**src/rtl/fsq_pkg.sv**
```systemverilog
// Shared types, sizes and helpers of the four-sum quadruple search block.
`default_nettype none
package fsq_pkg;

  localparam int MAX_ELEMENTS = 64;
  localparam int MAX_RESULTS  = 64;
  localparam int IDX_W        = $clog2(MAX_ELEMENTS);
  localparam int CNT_W        = $clog2(MAX_ELEMENTS + 1);
  localparam int RES_CNT_W    = $clog2(MAX_RESULTS + 1);
  localparam int DATA_W       = 32;
  localparam int SUM_W        = DATA_W + 3;
  localparam int FIFO_DEPTH   = 4;
  localparam int FIFO_AW      = $clog2(FIFO_DEPTH);

  typedef logic signed [DATA_W-1:0] word_t;
  typedef logic signed [SUM_W-1:0]  wsum_t;

  typedef struct packed {
    word_t first_value;
    word_t second_value;
    word_t third_value;
    word_t fourth_value;
    logic  found;
    logic  last_result;
    logic  overflow;
  } result_t;

  typedef struct packed {
    logic    valid;
    result_t res;
  } res_push_t;

  function automatic wsum_t sx(input word_t a);
    sx = {{(SUM_W - DATA_W){a[DATA_W-1]}}, a};
  endfunction

endpackage
`default_nettype wire

```
**src/rtl/fsq_if.sv**
```systemverilog
// Channel interfaces of the four-sum quadruple search block.
`default_nettype none


interface fsq_out_if;
  import fsq_pkg::*;
  logic  valid;
  logic  ready;
  word_t first_value;
  word_t second_value;
  word_t third_value;
  word_t fourth_value;
  logic  found;
  logic  last_result;
  logic  overflow;
  modport source (output valid, first_value, second_value, third_value, fourth_value,
                  found, last_result, overflow, input ready);
  modport sink (input valid, first_value, second_value, third_value, fourth_value,
                found, last_result, overflow, output ready);
endinterface
`default_nettype wire

```
**src/rtl/fsq_queue.sv**
```systemverilog
// Back part: result queue between the search engine and the output channel.
`default_nettype none
module fsq_queue (
  input  wire logic              clk,
  input  wire logic              rst_n,
  input  wire fsq_pkg::res_push_t push,
  output logic                   full,
  fsq_out_if.source              out_if
);
  import fsq_pkg::*;

  result_t              entry_r [FIFO_DEPTH];
  logic [FIFO_AW-1:0]   wp_r, rp_r;
  logic [FIFO_AW:0]     count_r;
  logic                 pop;
  result_t              head;

  assign full   = (count_r == (FIFO_AW + 1)'(FIFO_DEPTH));
  assign pop    = out_if.valid && out_if.ready;
  assign head   = entry_r[rp_r];

  assign out_if.valid        = (count_r != '0);
  assign out_if.first_value  = head.first_value;
  assign out_if.second_value = head.second_value;
  assign out_if.third_value  = head.third_value;
  assign out_if.fourth_value = head.fourth_value;
  assign out_if.found        = head.found;
  assign out_if.last_result  = head.last_result;
  assign out_if.overflow     = head.overflow;

  always_ff @(posedge clk) begin
    if (push.valid && !full) begin
      entry_r[wp_r] <= push.res;
    end
  end

  always_ff @(posedge clk) begin
    if (!rst_n) begin
      wp_r    <= '0;
      rp_r    <= '0;
      count_r <= '0;
    end else begin
      if (push.valid && !full) begin
        wp_r <= wp_r + FIFO_AW'(1);
      end
      if (pop) begin
        rp_r <= rp_r + FIFO_AW'(1);
      end
      count_r <= count_r + (FIFO_AW + 1)'(push.valid && !full) - (FIFO_AW + 1)'(pop);
    end
  end

endmodule
`default_nettype wire

```
**src/flat_wrapper.sv**
```systemverilog
// flat-port wrapper written by rule: the top's interface ports become plain ports
module fsq_queue_flat import fsq_pkg::*;
  (clk, rst_n, push, full, out_if_valid, out_if_first_value, out_if_second_value, out_if_third_value, out_if_fourth_value, out_if_found, out_if_last_result, out_if_overflow, out_if_ready);
  fsq_out_if out_if_i ();
  input  wire logic clk;
  input  wire logic rst_n;
  input  wire fsq_pkg::res_push_t push;
  output logic full;
  output wire logic [$bits(out_if_i.valid)-1:0] out_if_valid;
  output wire logic [$bits(out_if_i.first_value)-1:0] out_if_first_value;
  output wire logic [$bits(out_if_i.second_value)-1:0] out_if_second_value;
  output wire logic [$bits(out_if_i.third_value)-1:0] out_if_third_value;
  output wire logic [$bits(out_if_i.fourth_value)-1:0] out_if_fourth_value;
  output wire logic [$bits(out_if_i.found)-1:0] out_if_found;
  output wire logic [$bits(out_if_i.last_result)-1:0] out_if_last_result;
  output wire logic [$bits(out_if_i.overflow)-1:0] out_if_overflow;
  input wire logic [$bits(out_if_i.ready)-1:0] out_if_ready;
  assign out_if_valid = out_if_i.valid;
  assign out_if_first_value = out_if_i.first_value;
  assign out_if_second_value = out_if_i.second_value;
  assign out_if_third_value = out_if_i.third_value;
  assign out_if_fourth_value = out_if_i.fourth_value;
  assign out_if_found = out_if_i.found;
  assign out_if_last_result = out_if_i.last_result;
  assign out_if_overflow = out_if_i.overflow;
  assign out_if_i.ready = out_if_ready;
  fsq_queue u_core (.clk(clk), .rst_n(rst_n), .push(push), .full(full), .out_if(out_if_i));
endmodule
```
**config.mk**
```make
export PLATFORM = sky130hd
export DESIGN_NAME = fsq_queue_flat
export DESIGN_NICKNAME = d
export VERILOG_FILES = /design/src/rtl/fsq_pkg.sv /design/src/rtl/fsq_if.sv /design/src/rtl/fsq_queue.sv /design/src/flat_wrapper.sv
export SDC_FILE = /design/constraint.sdc
export NUM_CORES = 1
export LEC_CHECK = 0
export BUFFER_PORTS_ARGS = -buffer_cell sky130_fd_sc_hd__buf_2
export CAP_MARGIN = 30
export CORE_MARGIN = 3
export CORE_UTILIZATION = 44
export DETAILED_ROUTE_END_ITERATION = 8
export PLACE_DENSITY = 0.65
export SETUP_SLACK_MARGIN = 0.2
export SYNTH_ARGS = -nofsm -noshare
export SYNTH_HDL_FRONTEND = slang
export SYNTH_SLANG_ARGS = --single-unit
export TNS_END_PERCENT = 20
```
**constraint.sdc**
```tcl
create_clock -name clk -period 7.8 [get_ports clk]
set_clock_uncertainty 0.15 [all_clocks]
set_input_delay 1.56 -clock clk [delete_from_list [all_inputs] [get_ports clk]]
set_output_delay 1.56 -clock clk [all_outputs]
set_load 0.05 [all_outputs]
```
==> After elaboration in Yosys (flattened, before gate mapping) <==
Memories as Yosys holds them, arrays and structs flattened. A register that Yosys moved wholly into a read port is not among the register bits.
Index checks and enable logic that the tools add are counted.
{ "totals": {"elab_cells": 17, "ff_bits": 7, "ram_bits": 524, "memories": 1, "input_bits": 135} }
{ "op_classes": {"n_addsub": 4, "reduce_logical": 4, "eq_ne": 1, "mux": 4} }
{ "mem_list": {"columns": ["name", "depth", "word_bits", "rd", "rd_ports_with_merged_regs", "wr", "line_no", "rtl"], "rows": [
  ["u_core.entry_r", 4, 131, 1, 1, 1, "fsq_queue.sv:12", "result_t entry_r [FIFO_DEPTH];"]
]} }
{ "ops": {"columns": ["op", "count"], "rows": [
  ["$add A2 B1 Y2 const B", 2],
  ["$mux W2", 2],
  ["$add A3 B1 Y3", 1],
  ["$eq A3 B3 Y1 const B", 1],
  ["$reduce_bool A3 Y1", 1],
  ["$sub A3 B1 Y3", 1],
  ["$logic_and A1 B1 Y1", 2],
  ["$mux W1", 2],
  ["$logic_not A1 Y1", 1]
]} }

==> Logic depth before layout (Yosys ltp) <==
{ "logic_depth": {"word_depth": 5, "mapped_depth": 9, "ltp_nobuf": 9} }

==> Worst setup path before layout <==
Ideal clock, no wire load.
{ "synth_path": {"path_kind": "in2reg", "startpoint": "input port push[131] in the netlist's numbering", "endpoint": "memory u_core.entry_r[0][0] in the netlist's numbering (enable)", "path_stages": 3, "setup_ns": 0.506, "slack_ns": 2.185, "t_arrival_ns": 4.959, "path_buffers": 1, "cell_sequence": "nor2b_1 -> clkbuf_1 -> and2_1"} }
{ "synth_via": {"elab_chain_cells": 3} }
{ "synth_lines": {"columns": ["item", "line_no", "rtl"], "rows": [
  ["from (decl)", "flat_wrapper.sv:7", "input wire fsq_pkg::res_push_t push;"],
  ["$logic_and A1 B1 Y1", "fsq_queue.sv:32", "if (push.valid && !full) begin"],
  ["$mux W1", "fsq_queue.sv:32", null],
  ["$mux W1 (implied by the code)", "fsq_queue.sv:33", "entry_r[wp_r] <= push.res;"],
  ["to (decl)", "fsq_queue.sv:12", null]
]} }
No other way between the ends.

==> impl_results.md <==
* Worst R2R End: u_core.entry_r[3][36]$_DFFE_PP_
* GRT Overall Usage at 16.15%
* Largest net degree at the start of global routing at 132
* RSZ-0062 raised after global routing: false
* ANT nets after route at 0
* CP Cell Sequence: buf_4 > mux4_2 > buf_2
* Total negative setup slack at 0 ns
* Final Cycle Share at 59.70%
* Lkg Pwr at 0.007678 uW
* Detail Placement HPWL at 22.12 mm
* Avg Cell Area, Syn at around 26 um^2
* Number of synthesized flops with an enable pin at ~520
* Slowest CP cell: buf_4
* Iter 0 DRT Violations at about 570
* Post-Layout Cell Count at 1671
* Worst Max-Slew Pin Slew at slightly below 0.9 ns
* IO Port Bufs at between 200 and 300
* Top Ports at between 200 and 300
* Filler cells at between 3000 and 4000
* DR vias/cell at 5.173
* First-pass GRT wire length at around 57 mm
* Area grow syn2layout at 19.23%
* Reg clk slew, reported paths at around 0.06 ns
* Initial antenna violation count at 13
* Post-CTS setup buffer count at 0
* Critical path class: flop to output pin
* Area of the core at 0.04327 mm^2
* RePlAce Congestion at between 0.7 and 0.8
* DRT Pass-1 Iters at 5
* Row cnt at 76
* Final hold viol count at 0
* Dominant cells by area after synthesis: edfxtp_1 81%, mux4_2 15%, dfxtp_1 0.93%
* Min cycle time layout at approximately 4.7 ns
* Routed WL per cell at around 22 um
* Crit-path max cell delay at just over 0.7 ns
* Synth cell types at 20
* CP Data Required Time at 6.09 ns
* Top Family by Delay on Critical Path: buffers and inverters
* Height of the die at 215.9 um
* Post-route DRC violation count at 0
* Post-synthesis cell area at 0.01938 mm^2
* H-tree levels at 2
* Fin nets at ~1200
* Die area at roughly 0.047 mm^2
* Cts bufs inserted at 56
* Tightest slew margin relative to the limit at 41.75%
* Outcome: finished clean
* Nature of the critical path startpoint: flop
* Critical path peak fanout at 39
* CTS root buffer: clkbuf_16
* Die Width at between 200 and 250 um
* Max-cap viol count at 0
* Worst-Skew Late Latency at between 0.5 and 0.6 ns
* Fmax at ~210 MHz
* CP Depth at 3
* CTS tree: done
* Area leader, netlist: edfxtp_1
* Grt ovf at 0
* Setup crit end kind: output pin
* Synth async-reset ratio at 0%
* Commonest non-fill, non-tap cell in the layout: edfxtp_1
* Sink Count at about 530
* Power Density at ~370 mW/mm^2
* Number of global-route vias before repair at around 9100
* Hold buffers post-CTS at 0
* Post-placement cell count at 1565
* CTS max path bufs at 3
* End point of the critical path: out_if_third_value[9]
* Commonest cells after routing, fill and taps aside: 524 x edfxtp_1, 267 x buf_2, 131 x mux4_2
* Mapped Cells at between 700 and 800
* Yosys top cell area share at between 80% and 90%
* Max VDD drop at 276.4 uV
* CP bufs+invs at 2
* Type of the tightest min-delay check: flop to flop
* Yosys reg bits at about 530
* Critical path arrival at just under 3 ns
* Final-report setup violation count at 0
* Starting Density at 44.79%
* Post-synth top flop: edfxtp_1
* Reg2Reg Depth at 5
* DR vias at 8644
* R2R Setup Slk at 5.01 ns
* Routed WL at 37.55 mm
* Layout cells sized above 1 at a little under half
* Post-synthesis sequential area ratio at between 80% and 90%
* Worst r2r src: u_core.count_r[1]$_SDFF_PN0_
* Warnings, synthesis at 0
* Syn nets at around 900
* Max Transition Viols Final at 0
* # resized after CTS at 0
worst min-delay path: stages (launching register included):
cell     delay [ns]
dfxtp_1        0.34
nand2_1        0.07
mux2i_1        0.05
routing by layer:
layer | global-route usage (%) | wire (um) | vias up
li1 | - | - | 3780
met1 | 22.39 | 15730 | 4497
met2 | 25.01 | 17910 | 271
met3 | 4.928 | 3014 | 76
met4 | 4.869 | 789 | 20
met5 | 0 | 110 | -
cell families (layout without fill, tap and decap cells):
group / Yosys count / in the layout / synth area share, %
AOI/OAI and AO/OA: 2 / 2 / 0.09041
xor gates and xnor gates: 4 / 4 / 0.1808
adders and majority gates: 7 / 7 / 0.4907
buffers and inverters: 37 / 385 / 1.272
DFF: 533 / 533 / 82.13
muxes: 133 / 133 / 15.33
other: 0 / 5 / 0
and+or+nand+nor: 17 / 17 / 0.5036
synthesized netlist by cell type (2+ instances only):
master    count
and2_1        7
buf_2        14
buf_6        10
clkbuf_1      6
dfxtp_1       9
edfxtp_1    524
ha_1          6
inv_1         5
mux2i_1       2
mux4_2      131
nand2_1       4
nor2b_1       4
xnor2_1       4
layout make-up:
cell class              instances  area (um^2)  share of cell area (%)
diodes                          5        12.51                 0.05416
clock buffers                  78         1555                   6.732
clock inverters                23        185.2                  0.8015
inverters                       5        18.77                 0.08123
multi-input cells             163         3226                   13.96
flip-flops and latches        533        15920                   68.92
well taps                     585        732.0                   3.168
repair buffers                279         1451                   6.282
through the flow:
stage,hold slack [ns],power (uW),utilization (%),area [um^2],setup slack (ns)
after floorplan,0.3177,5655,-,19380,2.185
after global placement,0.3348,6193,49.35,21350,3.651
after detailed placement,0.3497,6209,49.35,21350,3.641
after CTS,0.3577,8725,53.37,23090,3.011
after global routing,0.3934,8951,53.37,23090,2.867
final,0.3534,8592,53.40,23100,3.143
report_power, final:
part / switching [uW] / internal, uW / leakage [uW] / total, uW
Combinational: 1760 / 748 / 0.00195 / 2510
Sequential: 112 / 3480 / 0.00487 / 3590
Clock: 1010 / 1480 / 0.000855 / 2490
Total: 2890 / 5700 / 0.00768 / 8590
flip-flops by register name, indices dropped and copies added (netlist names), named ones only:
register / flops
u_core.rp_r: 2
u_core.entry_r: 524
u_core.wp_r: 2
u_core.count_r: 3
worst min path at each step:
stage / cells after the start / endpoint / slack, ns / start
floorplan: 2 / u_core.wp_r[1]$_SDFFE_PN0P_ / 0.32 / u_core.wp_r[1]$_SDFFE_PN0P_
global placement: 2 / u_core.wp_r[1]$_SDFFE_PN0P_ / 0.33 / u_core.wp_r[1]$_SDFFE_PN0P_
detailed placement: 2 / u_core.wp_r[0]$_SDFFE_PN0P_ / 0.35 / u_core.wp_r[0]$_SDFFE_PN0P_
CTS: 2 / u_core.wp_r[0]$_SDFFE_PN0P_ / 0.36 / u_core.wp_r[0]$_SDFFE_PN0P_
global route: 2 / u_core.wp_r[0]$_SDFFE_PN0P_ / 0.39 / u_core.wp_r[0]$_SDFFE_PN0P_
finish: 2 / u_core.wp_r[0]$_SDFFE_PN0P_ / 0.35 / u_core.wp_r[0]$_SDFFE_PN0P_
(Power assumes the default switching activity.)
